## src/hw/rtl/tsq_pkg.sv

```systemverilog
// ----------------------------------------------------------------------------
// tsq_pkg
// Shared types, constants and codes for the two-stack FIFO queue.
// ----------------------------------------------------------------------------
package tsq_pkg;

   localparam int DEPTH  = 128;
   localparam int DATA_W = 32;
   localparam int ADDR_W = (DEPTH > 1) ? $clog2(DEPTH) : 1;
   localparam int CNT_W  = $clog2(DEPTH + 1);

   localparam logic CMD_ENQ = 1'b0;
   localparam logic CMD_DEQ = 1'b1;

   localparam logic [1:0] STAT_OK    = 2'd0;
   localparam logic [1:0] STAT_FULL  = 2'd1;
   localparam logic [1:0] STAT_EMPTY = 2'd2;

   typedef struct packed {
      logic                     cmd;
      logic signed [DATA_W-1:0] value;
   } req_type;

   typedef struct packed {
      logic signed [DATA_W-1:0] data;
      logic [1:0]               status;
   } rsp_type;

   typedef enum logic [1:0] {
      S_IDLE,
      S_MOVE,
      S_READ
   } state_type;

   // controller to datapath
   typedef struct packed {
      logic enq;        // push request value onto input stack
      logic rsp_full;   // return full status
      logic rsp_empty;  // return empty status
      logic mv_rd;      // read top of input stack, pop it
      logic out_rd;     // read top of output stack, pop it
      logic out_ld;     // return output stack read data
   } ctl_cmd_type;

   // datapath to controller
   typedef struct packed {
      logic in_empty;
      logic in_full;
      logic out_empty;
      logic mv_pend;
      logic slot_free;
   } ctl_stat_type;

endpackage

```

## src/hw/rtl/tsq_ctrl.sv

```systemverilog
// ----------------------------------------------------------------------------
// tsq_ctrl
// Controller: request decode, stack transfer sequencing and pop timing.
// ----------------------------------------------------------------------------
module tsq_ctrl import tsq_pkg::*; (
   input  logic         clock,
   input  logic         reset,
   input  logic         req_valid,
   output logic         req_stall,
   input  logic         req_cmd,
   input  ctl_stat_type ctl_stat,
   output ctl_cmd_type  ctl_cmd
);

   state_type state_ff, state_in;
   logic      accept;

   assign req_stall = !((state_ff == S_IDLE) && ctl_stat.slot_free);
   assign accept    = req_valid & ~req_stall;

   always_comb begin
      state_in = state_ff;
      unique case (state_ff)
         S_IDLE: begin
            if (accept && (req_cmd == CMD_DEQ)) begin
               if (!ctl_stat.out_empty) begin
                  state_in = S_READ;
               end else if (!ctl_stat.in_empty) begin
                  state_in = S_MOVE;
               end
            end
         end
         S_MOVE: begin
            if (ctl_stat.in_empty && !ctl_stat.mv_pend) begin
               state_in = S_READ;
            end
         end
         S_READ: begin
            state_in = S_IDLE;
         end
         default: begin
            state_in = S_IDLE;
         end
      endcase
   end

   always_comb begin
      ctl_cmd = '0;
      unique case (state_ff)
         S_IDLE: begin
            if (accept) begin
               if (req_cmd == CMD_ENQ) begin
                  ctl_cmd.enq      = ~ctl_stat.in_full;
                  ctl_cmd.rsp_full = ctl_stat.in_full;
               end else if (!ctl_stat.out_empty) begin
                  ctl_cmd.out_rd = 1'b1;
               end else if (ctl_stat.in_empty) begin
                  ctl_cmd.rsp_empty = 1'b1;
               end
            end
         end
         S_MOVE: begin
            ctl_cmd.mv_rd  = ~ctl_stat.in_empty;
            ctl_cmd.out_rd = ctl_stat.in_empty & ~ctl_stat.mv_pend;
         end
         S_READ: begin
            ctl_cmd.out_ld = 1'b1;
         end
         default: begin
            ctl_cmd = '0;
         end
      endcase
   end

   always_ff @(posedge clock) begin
      if (reset) begin
         state_ff <= S_IDLE;
      end else begin
         state_ff <= state_in;
      end
   end

endmodule
```

## config.mk

```make
export PLATFORM = sky130hd
export DESIGN_NAME = tsq_ctrl
export DESIGN_NICKNAME = d
export VERILOG_FILES = /design/src/hw/rtl/tsq_pkg.sv /design/src/hw/rtl/tsq_ctrl.sv
export SDC_FILE = /design/constraint.sdc
export NUM_CORES = 1
export LEC_CHECK = 0
export BUFFER_PORTS_ARGS = -buffer_cell sky130_fd_sc_hd__buf_2
export CORE_AREA = 4 4 41 43
export CTS_BUF_LIST = sky130_fd_sc_hd__clkbuf_4 sky130_fd_sc_hd__clkbuf_8
export DETAILED_ROUTE_END_ITERATION = 16
export DIE_AREA = 0 0 45 47
export GPL_ROUTABILITY_DRIVEN = 0
export PLACE_DENSITY = 0.39
export SYNTH_ARGS = -nofsm -noshare
export SYNTH_HDL_FRONTEND = slang
export SYNTH_SLANG_ARGS = --single-unit
```

## constraint.sdc

```tcl
create_clock -name clock -period 2.15 [get_ports clock]
set_clock_uncertainty 0.15 [all_clocks]
set_input_delay 0.1075 -clock clock [delete_from_list [all_inputs] [get_ports clock]]
set_output_delay 0.1075 -clock clock [all_outputs]
set_load 0.02 [all_outputs]
```

==> results.py, run 1 <==
metrics = {
    "worst_hold_path": {
        "min-delay-path-class": "in -> reg",
        "min_delay_path_depth": 3,
    },
    "routing": {
        "drtIter0Drc": 1,
        "drtPass1Iterations": 2,
        "routed_wl_um": 533,
        "antenna_left": 0,
        "vias_per_cell": 4.15,
        "drc": 0,
        "wl_per_cell_um": 9.87,
        "vias": 224,
    },
    "run_status": {
        "status": "completed",
    },
    "die": {
        "start_util": 0.141,
        "core_mm2": 0.00130,
        "fp.dieW_um": 45,
        "die_area_mm2": 0.00212,
        "io_pins": 16,
        "die_h_um": 47,
        "fp-row-count": 13,
    },
    "sta": {
        "tns_ns": 0,
        "fin_crit_ns": 1.49,
        "hold_ws_ns": 0.0723,
        "hold_viol": 0,
        "slew_violations": 0,
        "setup_viol": 0,
        "rsz0062_at_grt": "false",
        "tightest_slew_ns": 0.211,
        "fin_crit_sh": 0.694,
        "worst_slew_margin_rel": 0.859,
        "fmax_mhz": 671,
    },
    "synthesis": {
        "syn-instance-count": 20,
        "synth_top_cell_area_share": 0.218,
        "synth_cell_types": 15,
        "syn-cell-area_um2": 184,
        "syn-num-nets": 29,
        "synth.area.top_cells": "dfxtp_1, nand4bb_4, nand4bb_1",
        "seq_area_frac_synth": 0.218,
        "synth_top_cell_by_area": "dfxtp_1",
        "yosys_warnings": 0,
        "synth_seq_cells": 2,
        "synth_area_per_cell_um2": 9.20,
    },
    "setup_path": {
        "start_kind": "register",
        "cp.required_ns": 1.89,
        "arrival_ns": 1.23,
        "crit_path_max_fanout": 6,
        "critPathKind": "reg -> out",
        "worstRegToRegCells": 2,
        "cp-end-kind": "output port",
    },
    "power_and_ir_drop": {
        "power_mw": 0.155,
        "power.leakage_nw": 0.139,
        "ir_drop_v": 0.000186,
        "p_per_area_mw_per_mm2": 499,
    },
    "grt": {
        "grt_pass1_vias": 240,
        "grt_pass1_wl_um": 903,
        "track_usage": 0.0616,
        "grt_use_met1": 0.0658,
        "grt_max_degree": 7,
        "grt-ovfl-total": 0,
        "busiest_layer": "met2",
        "globalRouteMet3Util": 0.0383,
        "use_met2": 0.0932,
        "grt_antenna_before_repair": 0,
    },
    "clock_tree": {
        "ctsHtreeMaxLevel": 1,
        "insertion_delay_ns": 0.22,
        "post_cts_buffers": 0,
        "clock_sinks": 2,
        "clk_pin_slew_ns": 0.03,
        "cts_made_buffers": 3,
        "cts_tree": "yes",
        "clockBufferDepth": 2,
        "root_buffer": "clkbuf_4",
    },
    "finish": {
        "area_growth_pct": 68.7,
        "drive_gt1_frac": 0.513,
        "top_register": "state_ff",
        "layout_commonest_cell": "buf_2",
        "nNetsFinal": 50,
        "mostFrequentLayoutCells": "buf_2, nor2_1, clkbuf_4",
        "largest_reg_flops": 2,
        "nFillCells": 154,
        "utilization": 0.238,
        "diodes": 0,
        "reg_top3": "state_ff (2)",
    },
    "run": {
        "maxCapViolations": 0,
    },
    "placement": {
        "io_buffers": 15,
    },
}
==> critical path, stage by stage (launching register included) <==
cell       delay, ns
dfxtp_1         0.33
nand4bb_4       0.27
nor3b_1         0.22
buf_2           0.19
==> cell families after synthesis <==
family	share of synthesized area
DFF	0.218
and+or+nand+nor	0.639
AOI/OAI and AO/OA	0.143
==> metrics by stage <==
stage | area, um2 | cells | worst slack (ns)
detailed placement | 278 | 50 | 0.894
finish | 310 | 54 | 0.659
CTS | 310 | 54 | 0.645
floorplan | 184 | 20 | 0.751
global placement | 278 | 50 | 0.894
global route | 310 | 54 | 0.574
==> per-layer routing <==
layer	wire, um	vias up
li1	-	115
met1	232	94
met2	219	15
met3	81	0
met4	0	0
met5	0	-
==> power breakdown <==
group	switching (mW)	internal (mW)	leakage (nW)
logic	0.0174	0.0165	0.109
clock network	0.0205	0.0615	0.0138
registers	0.000783	0.0382	0.0162
total	0.0387	0.116	0.139
==> Yosys cell counts <==
master	instances
nor2_1	3
dfxtp_1	2
nand4bb_1	2
nor2b_1	2
nand2_1	1
nand2b_1	1
nand3_1	1
nand4bb_4	1
nor3_1	1
nor3b_1	1
o21ai_0	1
o22ai_2	1
o32ai_1	1
or2b_1	1
or3b_1	1
==> layout make-up <==
cell class	instances	area, um2	area share
clock buffers	3	22.5	0.0726
well taps	15	18.8	0.0605
multi-input cells	18	144	0.464
repair buffers	16	85.1	0.274
flip-flops and latches	2	40.0	0.129
==> repair_timing <==
action,in CTS,in global routing
hold buffers,1,0
gates resized for setup,0,0
hold endpoints to repair,2,0
==> final timing paths <==
check | start | to | slack [ns]
max | state_ff[0] | ctl_cmd[4] | 0.66
max reg2reg | state_ff[1] | state_ff[0] | 1.16
min reg2reg | state_ff[0] | state_ff[0] | 0.43
min | ctl_stat[2] | state_ff[0] | 0.07
No activity file was read; power rests on OpenSTA's default activity.
==> inputs of run 2 (changes only) <==
- PLACE_DENSITY: 0.39 -> 0.4
- clock period: 2.15 -> 1.3 ns (I/O delays scaled with it)
==> run 2 against run 1 <==
  * The run now ends with negative setup slack left
  * Global-route usage is 1.5 points higher
  * First-iteration DRC count stayed put
  * Power is 73% higher
  * Combinational power is 98% higher
  * Sequential cell count stayed put
  * Non-clock buffer count is 3 higher
  * Via count is 11% higher
  * Worst hold slack worse by 0.050 ns
  * Die area stayed put
  * Largest cell class unchanged
  * Largest power group unchanged
==> results.py, run 2 (synthesis results as in run 1) <==
metrics = {
    "finish": {
        "mostFrequentLayoutCells": "buf_2, buf_4, nor2_1, clkbuf_4",
        "layout_commonest_cell": "buf_2",
        "largest_reg_flops": 2,
        "area_growth_pct": 93.2,
        "fin_area_um2": 355,
        "reg_top3": "state_ff (2)",
        "nNetsFinal": 53,
        "drive_gt1_frac": 0.643,
        "top_register": "state_ff",
        "diodes": 0,
        "fin_cells": 57,
        "nFillCells": 150,
        "utilization": 0.273,
    },
    "setup_path": {
        "cp-end-kind": "output port",
        "arrival_ns": 1.14,
        "crit_path_max_fanout": 5,
        "start_kind": "register",
        "cp.required_ns": 1.09,
        "critPathKind": "reg -> out",
    },
    "placement": {
        "io_buffers": 15,
        "dpl.cell_count": 50,
        "dp_slack_ns": 0.104,
        "hpwl_um": 432,
        "placed_area_um2": 283,
    },
    "power_and_ir_drop": {
        "comb_power_share": 0.251,
        "intPower_mw": 0.200,
        "pwr-share-clk": 0.508,
        "power.leakage_nw": 0.156,
        "seq_power_share": 0.241,
        "p_per_area_mw_per_mm2": 754,
        "power.net_switching_mw": 0.0682,
        "ir_drop_v": 0.000319,
        "p_sw_frac": 0.254,
        "power_mw": 0.268,
    },
    "run": {
        "maxCapViolations": 0,
    },
    "die": {
        "core_mm2": 0.00130,
        "fp.dieW_um": 45,
        "die_area_mm2": 0.00212,
        "start_util": 0.141,
        "fp-row-count": 13,
        "die_h_um": 47,
        "io_pins": 16,
    },
    "sta": {
        "slew_violations": 0,
        "fin_ws_ns": -0.0501,
        "worst_slew_margin_rel": 0.858,
        "fmax_mhz": 741,
        "tns_ns": -0.126,
        "fin_crit_sh": 1.04,
        "rsz0062_at_grt": "true",
        "tightest_slew_ns": 0.213,
        "setup_viol": 4,
        "fin_crit_ns": 1.35,
        "hold_viol": 0,
        "hold_ws_ns": 0.0227,
    },
    "clock_tree": {
        "cts_tree": "yes",
        "insertion_delay_ns": 0.22,
        "clockBufferDepth": 2,
        "clock_sinks": 2,
        "root_buffer": "clkbuf_4",
        "cts_made_buffers": 3,
        "clk_pin_slew_ns": 0.03,
        "ctsHtreeMaxLevel": 1,
    },
    "routing": {
        "wl_per_cell_um": 10.7,
        "antenna_left": 0,
        "drtPass1Iterations": 2,
        "vias_per_cell": 4.35,
        "vias": 248,
        "drtIter0Drc": 1,
        "routed_wl_um": 609,
        "drc": 0,
    },
    "grt": {
        "grt_pass1_vias": 274,
        "grt_pass1_wl_um": 1100,
        "grt_max_degree": 7,
        "use_met2": 0.105,
        "busiest_layer": "met2",
        "grt_antenna_before_repair": 0,
        "grt_use_met1": 0.0862,
        "globalRouteMet3Util": 0.0613,
        "track_usage": 0.0766,
        "grt-ovfl-total": 0,
    },
    "run_status": {
        "status": "complete, but fails checks",
        "failed_checks": "negative setup slack",
    },
    "worst_hold_path": {
        "min-delay-path-class": "in -> reg",
    },
}
[run 2: path summary, 6_finish.rpt]
path	startpoint	to	slack, ns	cells past startpoint
min reg2reg	state_ff[0]	state_ff[0]	0.41	2
max reg2reg	state_ff[1]	state_ff[0]	0.08	4
max	state_ff[1]	ctl_cmd[4]	-0.05	3
min	ctl_stat[2]	state_ff[0]	0.02	3
[run 2: layout make-up]
type                            count  area, um2  share of cell area
Tap cell                           15       18.8              0.0528
Sequential cell                     2       42.5               0.120
Multi-Input combinational cell     18        154               0.433
Clock buffer                        3       22.5              0.0634
Timing Repair Buffer               19        118               0.331
[run 2: power groups by stage]
stage | sequential, mW | clock, mW | combinational, mW
finish | 0.0646 | 0.136 | 0.0672
global route | 0.0649 | 0.152 | 0.0739
CTS | 0.0645 | 0.148 | 0.0647
detailed placement | 0.0653 | 0 | 0.0557
global placement | 0.0651 | 0 | 0.0564
floorplan | 0.0649 | 0 | 0.0279
[run 2: per-layer routing]
layer | part of all wire | up-vias | wire, um
met4 | 0 | 0 | 0
met3 | 0.15 | 0 | 94
met5 | 0 | - | 0
met1 | 0.43 | 109 | 262
met2 | 0.42 | 17 | 253
li1 | - | 122 | -
[run 2: what timing repair did]
action                     4_1_cts  5_1_grt
pin swaps                        2        0
hold endpoints to repair         2        0
gates resized for setup          7        0
hold buffers                     1        0
setup endpoints to repair        4        4
setup buffers                    2        1
[run 2: worst max-delay path, cell delays in order, from the launching register on]
cell,delay (ns)
dfxtp_2,0.32
nand4bb_4,0.26
nor3b_2,0.18
buf_4,0.16
==> inputs of run 3 (changes only) <==
--- a/config.mk
+++ b/config.mk
@@ -12,5 +12,6 @@
 export DIE_AREA = 0 0 45 47
 export GPL_ROUTABILITY_DRIVEN = 0
-export PLACE_DENSITY = 0.4
+export PLACE_DENSITY = 0.39
+export RECOVER_POWER = 100
 export SYNTH_ARGS = -nofsm -noshare
 export SYNTH_HDL_FRONTEND = slang
==> constraint.sdc (replaced) <==
create_clock -name clock -period 1.7 [get_ports clock]
set_clock_uncertainty 0.15 [all_clocks]
set_input_delay 0.34 -clock clock [delete_from_list [all_inputs] [get_ports clock]]
set_output_delay 0.34 -clock clock [all_outputs]
set_load 0.02 [all_outputs]
==> run 3 against run 2 <==
  * The run now ends clean
  * Via count is 7.7% lower
  * Register-to-register slack gained 0.45 ns
  * Clock-buffer cell count is the same
  * Routed wire length fell by 16%
  * Global-route usage fell by 1.4 points
  * Sequential cell count stayed put
  * Non-clock buffer count is 2 lower
  * Core utilization fell by 2.2 points
  * Die area stayed put
  * Critical endpoint unchanged
  * Largest power group unchanged
==> results.py, run 3 (synthesis results as in run 1) <==
metrics = {
    "run_status": {
        "status": "completed",
    },
    "setup_path": {
        "cp-end-kind": "output port",
        "slowest_delay_ns": 0.33,
        "crit_chain": "nand4bb_4, nor3b_2, buf_4",
        "start_kind": "register",
        "arrival_ns": 1.15,
        "crit_path_max_fanout": 6,
        "cp.required_ns": 1.21,
        "critPathKind": "reg -> out",
        "crit_slowest_cell": "dfxtp_2",
    },
    "die": {
        "io_pins": 16,
        "core_mm2": 0.00130,
        "die_area_mm2": 0.00212,
        "fp.dieW_um": 45,
        "fp-row-count": 13,
        "start_util": 0.141,
        "die_h_um": 47,
    },
    "run": {
        "maxCapViolations": 0,
    },
    "placement": {
        "hpwl_um": 420,
        "dpl.cell_count": 50,
        "io_buffers": 15,
    },
    "routing": {
        "vias_per_cell": 4.16,
        "wl_per_cell_um": 9.31,
        "routed_wl_um": 512,
        "drtPass1Iterations": 1,
        "vias": 229,
        "drtIter0Drc": 0,
        "antenna_left": 0,
        "drc": 0,
    },
    "finish": {
        "area_growth_pct": 77.6,
        "utilization": 0.251,
        "diodes": 0,
        "multiInputGateArea_um2": 149,
        "largest_reg_flops": 2,
        "nNetsFinal": 51,
        "drive_gt1_frac": 0.600,
        "reg_top3": "state_ff (2)",
        "layout_commonest_cell": "buf_2",
        "fin_cells": 55,
        "layout.area.seq_um2": 41.3,
        "top_register": "state_ff",
        "nFillCells": 159,
        "mostFrequentLayoutCells": "buf_2, buf_4, nor2_1, clkbuf_4",
    },
    "grt": {
        "grt_antenna_before_repair": 0,
        "grt_pass1_vias": 236,
        "grt_pass1_wl_um": 903,
        "grt-ovfl-total": 0,
        "grt_max_degree": 7,
        "track_usage": 0.0624,
    },
    "sta": {
        "worst_slew_margin_rel": 0.853,
        "rsz0062_at_grt": "true",
        "slew_violations": 0,
        "fin_crit_sh": 0.963,
        "fmax_mhz": 611,
        "tightest_slew_ns": 0.219,
        "fin_crit_ns": 1.64,
        "setup_viol": 0,
        "hold_viol": 0,
    },
    "power_and_ir_drop": {
        "ir_drop_v": 0.000329,
        "power.leakage_nw": 0.145,
        "p_per_area_mw_per_mm2": 606,
    },
    "clock_tree": {
        "ctsHtreeMaxLevel": 1,
        "clk_pin_slew_ns": 0.03,
        "insertion_delay_ns": 0.22,
        "postCtsHoldBufs": 0,
        "cts_tree": "yes",
        "clockBufferDepth": 2,
        "root_buffer": "clkbuf_4",
        "cts_made_buffers": 3,
        "clock_sinks": 2,
    },
    "worst_hold_path": {
        "min-delay-path-class": "in -> reg",
    },
}
## run 3: changes by cell type in the layout (fill, tap and decap cells not counted), sizes merged
cell,delta
dlygate4sd3,-1
buf,-1
## run 3: repair_timing
| item | CTS | global route |
|---|---|---|
| endpoints found under the hold margin | 0 | 0 |
| endpoints found under the setup margin | 1 | 3 |
| pin swaps | 1 | 2 |
| setup buffers | 1 | 1 |
| resized for setup | 1 | 4 |
## run 3: worst max-delay path, delay by kind of cell, from the launching register on
kind / cells / cell delay, ns
simple gates: 2 / 0.43
buf+inv: 1 / 0.16
flops: 1 / 0.33
## run 3: area by class of cell
cell class,count,share of cell area
flip-flops and latches,2,0.126
well taps,15,0.0575
multi-input cells,18,0.456
clock buffers,3,0.0690
repair buffers,17,0.291
## run 3: power breakdown
part | leakage, nW | internal, mW | switching, mW | total (mW)
sequential | 0.0167 | 0.0483 | 0.00107 | 0.0494
combinational | 0.115 | 0.0237 | 0.0228 | 0.0465
clock | 0.0138 | 0.0776 | 0.0243 | 0.102
total | 0.145 | 0.150 | 0.0482 | 0.198
## run 3: final timing paths
check	from	endpoint	slack [ns]	cells after the start
max	state_ff[0]	ctl_cmd[4]	0.06	3
min	reset	state_ff[1]	0.22	2
max reg2reg	state_ff[0]	state_ff[1]	0.53	4
min reg2reg	state_ff[0]	state_ff[0]	0.41	2
## run 3: per-stage QoR
step	cell area, um2	setup TNS [ns]	worst slack, ns	hold WS (ns)	power (mW)
2_1_floorplan	184	0	0.0685	0.304	0.0702
3_3_place_gp	278	0	0.154	0.433	0.0919
3_5_place_dp	278	0	0.206	0.426	0.0911
4_1_cts	313	0	0.0189	0.215	0.201
5_1_grt	327	-0.00905	-0.00854	0.238	0.210
6_report	327	0	0.0635	0.223	0.198
## run 3: per-layer routing
layer | vias up | share of wire | GRT usage
met5 | - | 0 | 0
li1 | 117 | - | -
met4 | 0 | 0 | 0.0351
met2 | 15 | 0.35 | 0.0819
met1 | 97 | 0.45 | 0.0612
met3 | 0 | 0.21 | 0.0651
